**src/rtl/msb_pkg.sv**
```systemverilog
package msb_pkg;

  // Fixed widths of the request and result payload fields
  localparam int unsigned DATA_W = 32;

  // Top-level phase: take requests into the chain, or stream the sorted run out
  typedef enum logic {
    ST_LOAD,
    ST_DRAIN
  } state_t;

  // Operation applied to every cell of the chain in a cycle
  typedef enum logic [1:0] {
    OP_HOLD,
    OP_INSERT,
    OP_SHIFT
  } cell_op_t;

  // Control broadcast from the sequencer to the cells
  typedef struct packed {
    cell_op_t op;
  } cell_ctrl_t;

endpackage

```
**src/rtl/msb_cell.sv**
```systemverilog
// One slot of the sorted chain. Holds one key; the occupied slots stay in
// ascending order from slot 0 upwards.
module msb_cell #(
  parameter int unsigned VALUE_WIDTH = 32,
  parameter int unsigned CNT_W       = 7,
  parameter int unsigned INDEX       = 0
) (
  input  logic                          clk,
  input  msb_pkg::cell_ctrl_t           ctrl,
  input  logic [CNT_W-1:0]              count,
  input  logic signed [VALUE_WIDTH-1:0] x,
  input  logic                          left_le,
  input  logic signed [VALUE_WIDTH-1:0] left_key,
  input  logic signed [VALUE_WIDTH-1:0] right_key,
  output logic                          le,
  output logic signed [VALUE_WIDTH-1:0] key
);

  logic occupied;

  assign occupied = count > CNT_W'(INDEX);
  // Equal keys stay ahead of the new one
  assign le       = occupied && (key <= x);

  always_ff @(posedge clk) begin
    case (ctrl.op)
      msb_pkg::OP_INSERT: begin
        if (!le) begin
          if (left_le) begin
            key <= x;
          end else begin
            key <= left_key;
          end
        end
      end
      msb_pkg::OP_SHIFT: begin
        key <= right_key;
      end
      default: begin
        key <= key;
      end
    endcase
  end

endmodule

```
**config.mk**
```make
export PLATFORM = sky130hd
export DESIGN_NAME = msb_cell
export DESIGN_NICKNAME = d
export VERILOG_FILES = /design/src/rtl/msb_pkg.sv /design/src/rtl/msb_cell.sv
export SDC_FILE = /design/constraint.sdc
export NUM_CORES = 1
export LEC_CHECK = 0
export ABC_AREA = 1
export BUFFER_PORTS_ARGS = -buffer_cell sky130_fd_sc_hd__buf_2
export CELL_PAD_IN_SITES_DETAIL_PLACEMENT = 1
export CELL_PAD_IN_SITES_GLOBAL_PLACEMENT = 1
export CORE_MARGIN = 3
export CORE_UTILIZATION = 31
export CTS_CLUSTER_SIZE = 24
export DETAILED_ROUTE_END_ITERATION = 8
export PLACE_DENSITY_LB_ADDON = 0.08
export SLEW_MARGIN = 20
export SYNTH_ARGS = -nofsm -noshare
export SYNTH_HDL_FRONTEND = slang
export SYNTH_SLANG_ARGS = --single-unit
```
**constraint.sdc**
```tcl
create_clock -name clk -period 3.5 [get_ports clk]
set_input_delay 0.7 -clock clk [delete_from_list [all_inputs] [get_ports clk]]
set_output_delay 0.7 -clock clk [all_outputs]
set_load 0.02 [all_outputs]
```
==> results <==
- The post-route minimum period is 2.89 ns.
- The endpoint arrival time on the critical path is 2.19 ns.
- The H-tree level count is 2.
- The die covers 9530 µm².
- In this run the count of I/O pins placed on the die edge is 140.
- The critical path start-end classification is in2out.
- The most flop-heavy register is key.
- In this run the tightest slew margin relative to its limit is 0.598.
- The category of the worst setup path launch point is an input port.
- For this design the static power due to leakage is 1.84 nW.
- After synthesis the cells add up to 2600 µm².
- The TritonCTS buffer count is 5.
- The first-pass GRT wire length is 13,800 µm.
- The final layout contains 608 nets.
- The height of the die is 97.6 µm.
- The largest registers in the layout are key x32.
- The largest area contributor in the synthesized netlist is sky130_fd_sc_hd__edfxtp_1.
- Counting along the longest clock path gives a buffer depth of 2.
- The critical register-to-register path endpoint is key[17]$_DFFE_PP_.
- Global routing finished with a remaining overflow of 0.
- The floorplan has 32 rows.
- The number of antenna-violating nets in the routed design is 0.
- The setup fix buffers added after clock tree synthesis is 0.
- IR analysis of the VDD net gives a maximum drop of 0.000141 V.
- Entering global routing, the biggest net connects 33 pins.
- The worst hold path class is in2reg.
- The largest fanout on the critical path is 3.
- The number of cells in the finished layout apart from fillers is 572.
- Setup repair after global routing left no endpoint under its margin.
- Summing all placed instances gives a cell area of 3400 µm².
- The Yosys warning count is 0.
- The final hold violation count is 0.
- At the worst endpoint, the required time is 2.80 ns.
- TritonCTS built the clock tree.
- The initial DRC count is 54.
- For this run, the top clock speed supported by timing is 347 MHz.
- Tracing the worst setup path back leads to its startpoint at x[11].
- The source of the worst hold timing path is right_key[12].
- The register with the most flip-flops in the layout has 32 of them.
- Hold repair after CTS inserted 0 buffers.
- Dividing the detail-routed via count by the number of cells gives 4.80.
- The total core area is 7930 µm².
- The final wirelength is 8350 µm.
- In the global route stage, overall resource usage came out at 0.178.
- The slew at the pin closest to its max-slew limit is 0.603 ns.
- The synthesized netlist contains 27 unique library cells.
- After synthesis, the cell types taking the most area are sky130_fd_sc_hd__edfxtp_1 (37%), sky130_fd_sc_hd__ha_1 (15%), sky130_fd_sc_hd__nand2_1 (15%).
- The number of filler instances in the final layout is 1,058.
- Counting tap cells, the placed design contains a total of 564 instances.
- The fraction of final layout cells sized beyond drive strength 1 is 0.347.
- Synthesis produced a netlist with a net count of 473.
- The share of the clock period used by the worst path is 0.824.
- In the layout the commonest cells are sky130_fd_sc_hd__buf_2 (139), sky130_fd_sc_hd__nand2_1 (103), sky130_fd_sc_hd__inv_1 (38), sky130_fd_sc_hd__nand3_1 (33).
- Dividing the detail-routed wire length by the instance count gives 14.6 µm.
- The setup check on the worst reg-to-reg path leaves a slack of 1.22 ns.
- During placement, the flow inserted port buffers numbering 139.
- The startpoint of the most critical register-to-register path is key[13]$_DFFE_PP_.
- The number of maximum-capacitance violations is 0.
- The final route contains 2,747 vias.
- Summed over all failing endpoints, the final setup total negative slack is 0 ns.
- The clock latency reported for the late side of the worst-skew pair is 0.28 ns.
- The pre-antenna-repair detailed-routing pass consisted of 4 iterations.
- After legalization and detailed placement, the total HPWL measured 6670 µm.
- Hold timing on the final database bottoms out at a slack of 0.718 ns.
- The post-route cell area is 3480 µm².
- The design draws 1.17 mW.
- In the routed design, unresolved DRC markers number 0.
- The final weighted congestion in routability-driven placement is 0.710.
- The clock sink count is 32.
- The clock-pin slew on the worst setup and hold paths is 0.07 ns.
- The starting density of the core is 0.328.
- The power per standard cell area is 335 nW/µm².
- The mean cell area of the mapped netlist is 7.80 µm².
- The number of antenna violations at the first check in global routing came to 1.
- The run finished with clean final reports.
- The number of storage elements in the synthesis netlist is 32.
- From synthesis to final layout, the design area changed by 33.7%.
- The count of pins over their slew limit is 0.
- The setup skew after layout is 0.00627 ns.
- The end point of the most critical hold path is key[12]$_DFFE_PP_.
- The final setup violation count is 0.
- The number of diodes is 0.
- CTS placed an instance of sky130_fd_sc_hd__clkbuf_8 at the clock tree root.
- The proportion of netlist area held by the largest area contributor is 0.369.
- The number of cells traversed by the worst register-to-register path is 13.
- The kind of end point of the critical path is an output port.
- The synthesized instance count is 334.
- The via count of the first global-routing pass came to 2,864.
- In this run, post-CTS repair resized a total of 0 instances.
- The floorplan die width is 97.6 µm.
- The number of cells on the worst hold path is 3.
- Of the synthesized area, sequential elements account for 0.369.
- The library cell used most frequently in the layout, excluding fill and tap cells, is sky130_fd_sc_hd__buf_2.
[cells by family after synthesis]
| family | count (synthesis) | synth area share |
|---|---|---|
| simple gates | 157 | 0.252 |
| fa+ha+maj | 32 | 0.154 |
| buf+inv | 61 | 0.0913 |
| flops | 32 | 0.369 |
| compound gates | 52 | 0.134 |
[per-stage QoR]
stage	worst slack [ns]	utilization
after floorplan	0.673	-
after global placement	0.631	0.429
after detailed placement	0.606	0.429
after CTS	0.595	0.439
after global routing	0.466	0.439
final	0.614	0.439
[cells in the mapped netlist]
master                     count
sky130_fd_sc_hd__a21o_1        1
sky130_fd_sc_hd__buf_4         2
sky130_fd_sc_hd__ha_1         32
sky130_fd_sc_hd__nor3_1        1
sky130_fd_sc_hd__clkinv_1      1
sky130_fd_sc_hd__nor4_1        1
sky130_fd_sc_hd__buf_1         2
sky130_fd_sc_hd__o21ai_0       2
sky130_fd_sc_hd__nor2_1       12
sky130_fd_sc_hd__nor2_2        2
sky130_fd_sc_hd__nand4_1       1
sky130_fd_sc_hd__nand4_2       1
sky130_fd_sc_hd__o21a_1        1
sky130_fd_sc_hd__nand2_2       2
sky130_fd_sc_hd__a21oi_1      14
sky130_fd_sc_hd__clkbuf_1     12
sky130_fd_sc_hd__edfxtp_1     32
sky130_fd_sc_hd__inv_2         5
sky130_fd_sc_hd__o21a_2        1
sky130_fd_sc_hd__a21oi_2       1
sky130_fd_sc_hd__a31oi_1       1
sky130_fd_sc_hd__o21ai_1       1
sky130_fd_sc_hd__nand2_1     104
sky130_fd_sc_hd__nand3_1      33
sky130_fd_sc_hd__buf_2         1
sky130_fd_sc_hd__inv_1        38
sky130_fd_sc_hd__o211ai_1     30
[how the worst max path moves through the flow]
stage,to
6_report,le
2_1_floorplan,key[0]$_DFFE_PP_
5_1_grt,le
4_1_cts,le
3_3_place_gp,le
3_5_place_dp,le
[metal layers]
layer / up-vias / global-route usage / wire, µm
li1: 1399 / - / -
met1: 1255 / 0.226 / 3640
met2: 85 / 0.304 / 4020
met3: 6 / 0.0517 / 615
met4: 2 / 0.0319 / 51
met5: - / 0 / 13
[report_power, final]
part | total (mW) | switching, mW | internal (mW)
sequential | 0.492 | 0.0191 | 0.473
clock | 0.281 | 0.142 | 0.139
combinational | 0.392 | 0.236 | 0.156
total | 1.17 | 0.397 | 0.768
[final cells by class]
cell class,instances,area (µm²),share of cell area
Inverter,44,165,0.0474
Clock inverter,1,3.75,0.00108
Tap cell,102,128,0.0367
Clock buffer,7,76.3,0.0219
Timing Repair Buffer,145,741,0.213
Multi-Input combinational cell,241,1410,0.404
Sequential cell,32,961,0.276
[critical path: stages]
cell                      delay (ns)
sky130_fd_sc_hd__buf_2          0.07
sky130_fd_sc_hd__inv_1          0.05
sky130_fd_sc_hd__ha_1           0.33
sky130_fd_sc_hd__a21oi_1        0.15
sky130_fd_sc_hd__nand2_1        0.07
sky130_fd_sc_hd__a21oi_1        0.19
sky130_fd_sc_hd__nand2_1        0.09
sky130_fd_sc_hd__nand2_1        0.08
sky130_fd_sc_hd__nand2_1        0.05
sky130_fd_sc_hd__nand2_1        0.05
sky130_fd_sc_hd__nand3_1        0.07
sky130_fd_sc_hd__nand2_1        0.08
sky130_fd_sc_hd__inv_1          0.04
sky130_fd_sc_hd__buf_2          0.15
Note: power is estimated with default switching activity, not from simulation.
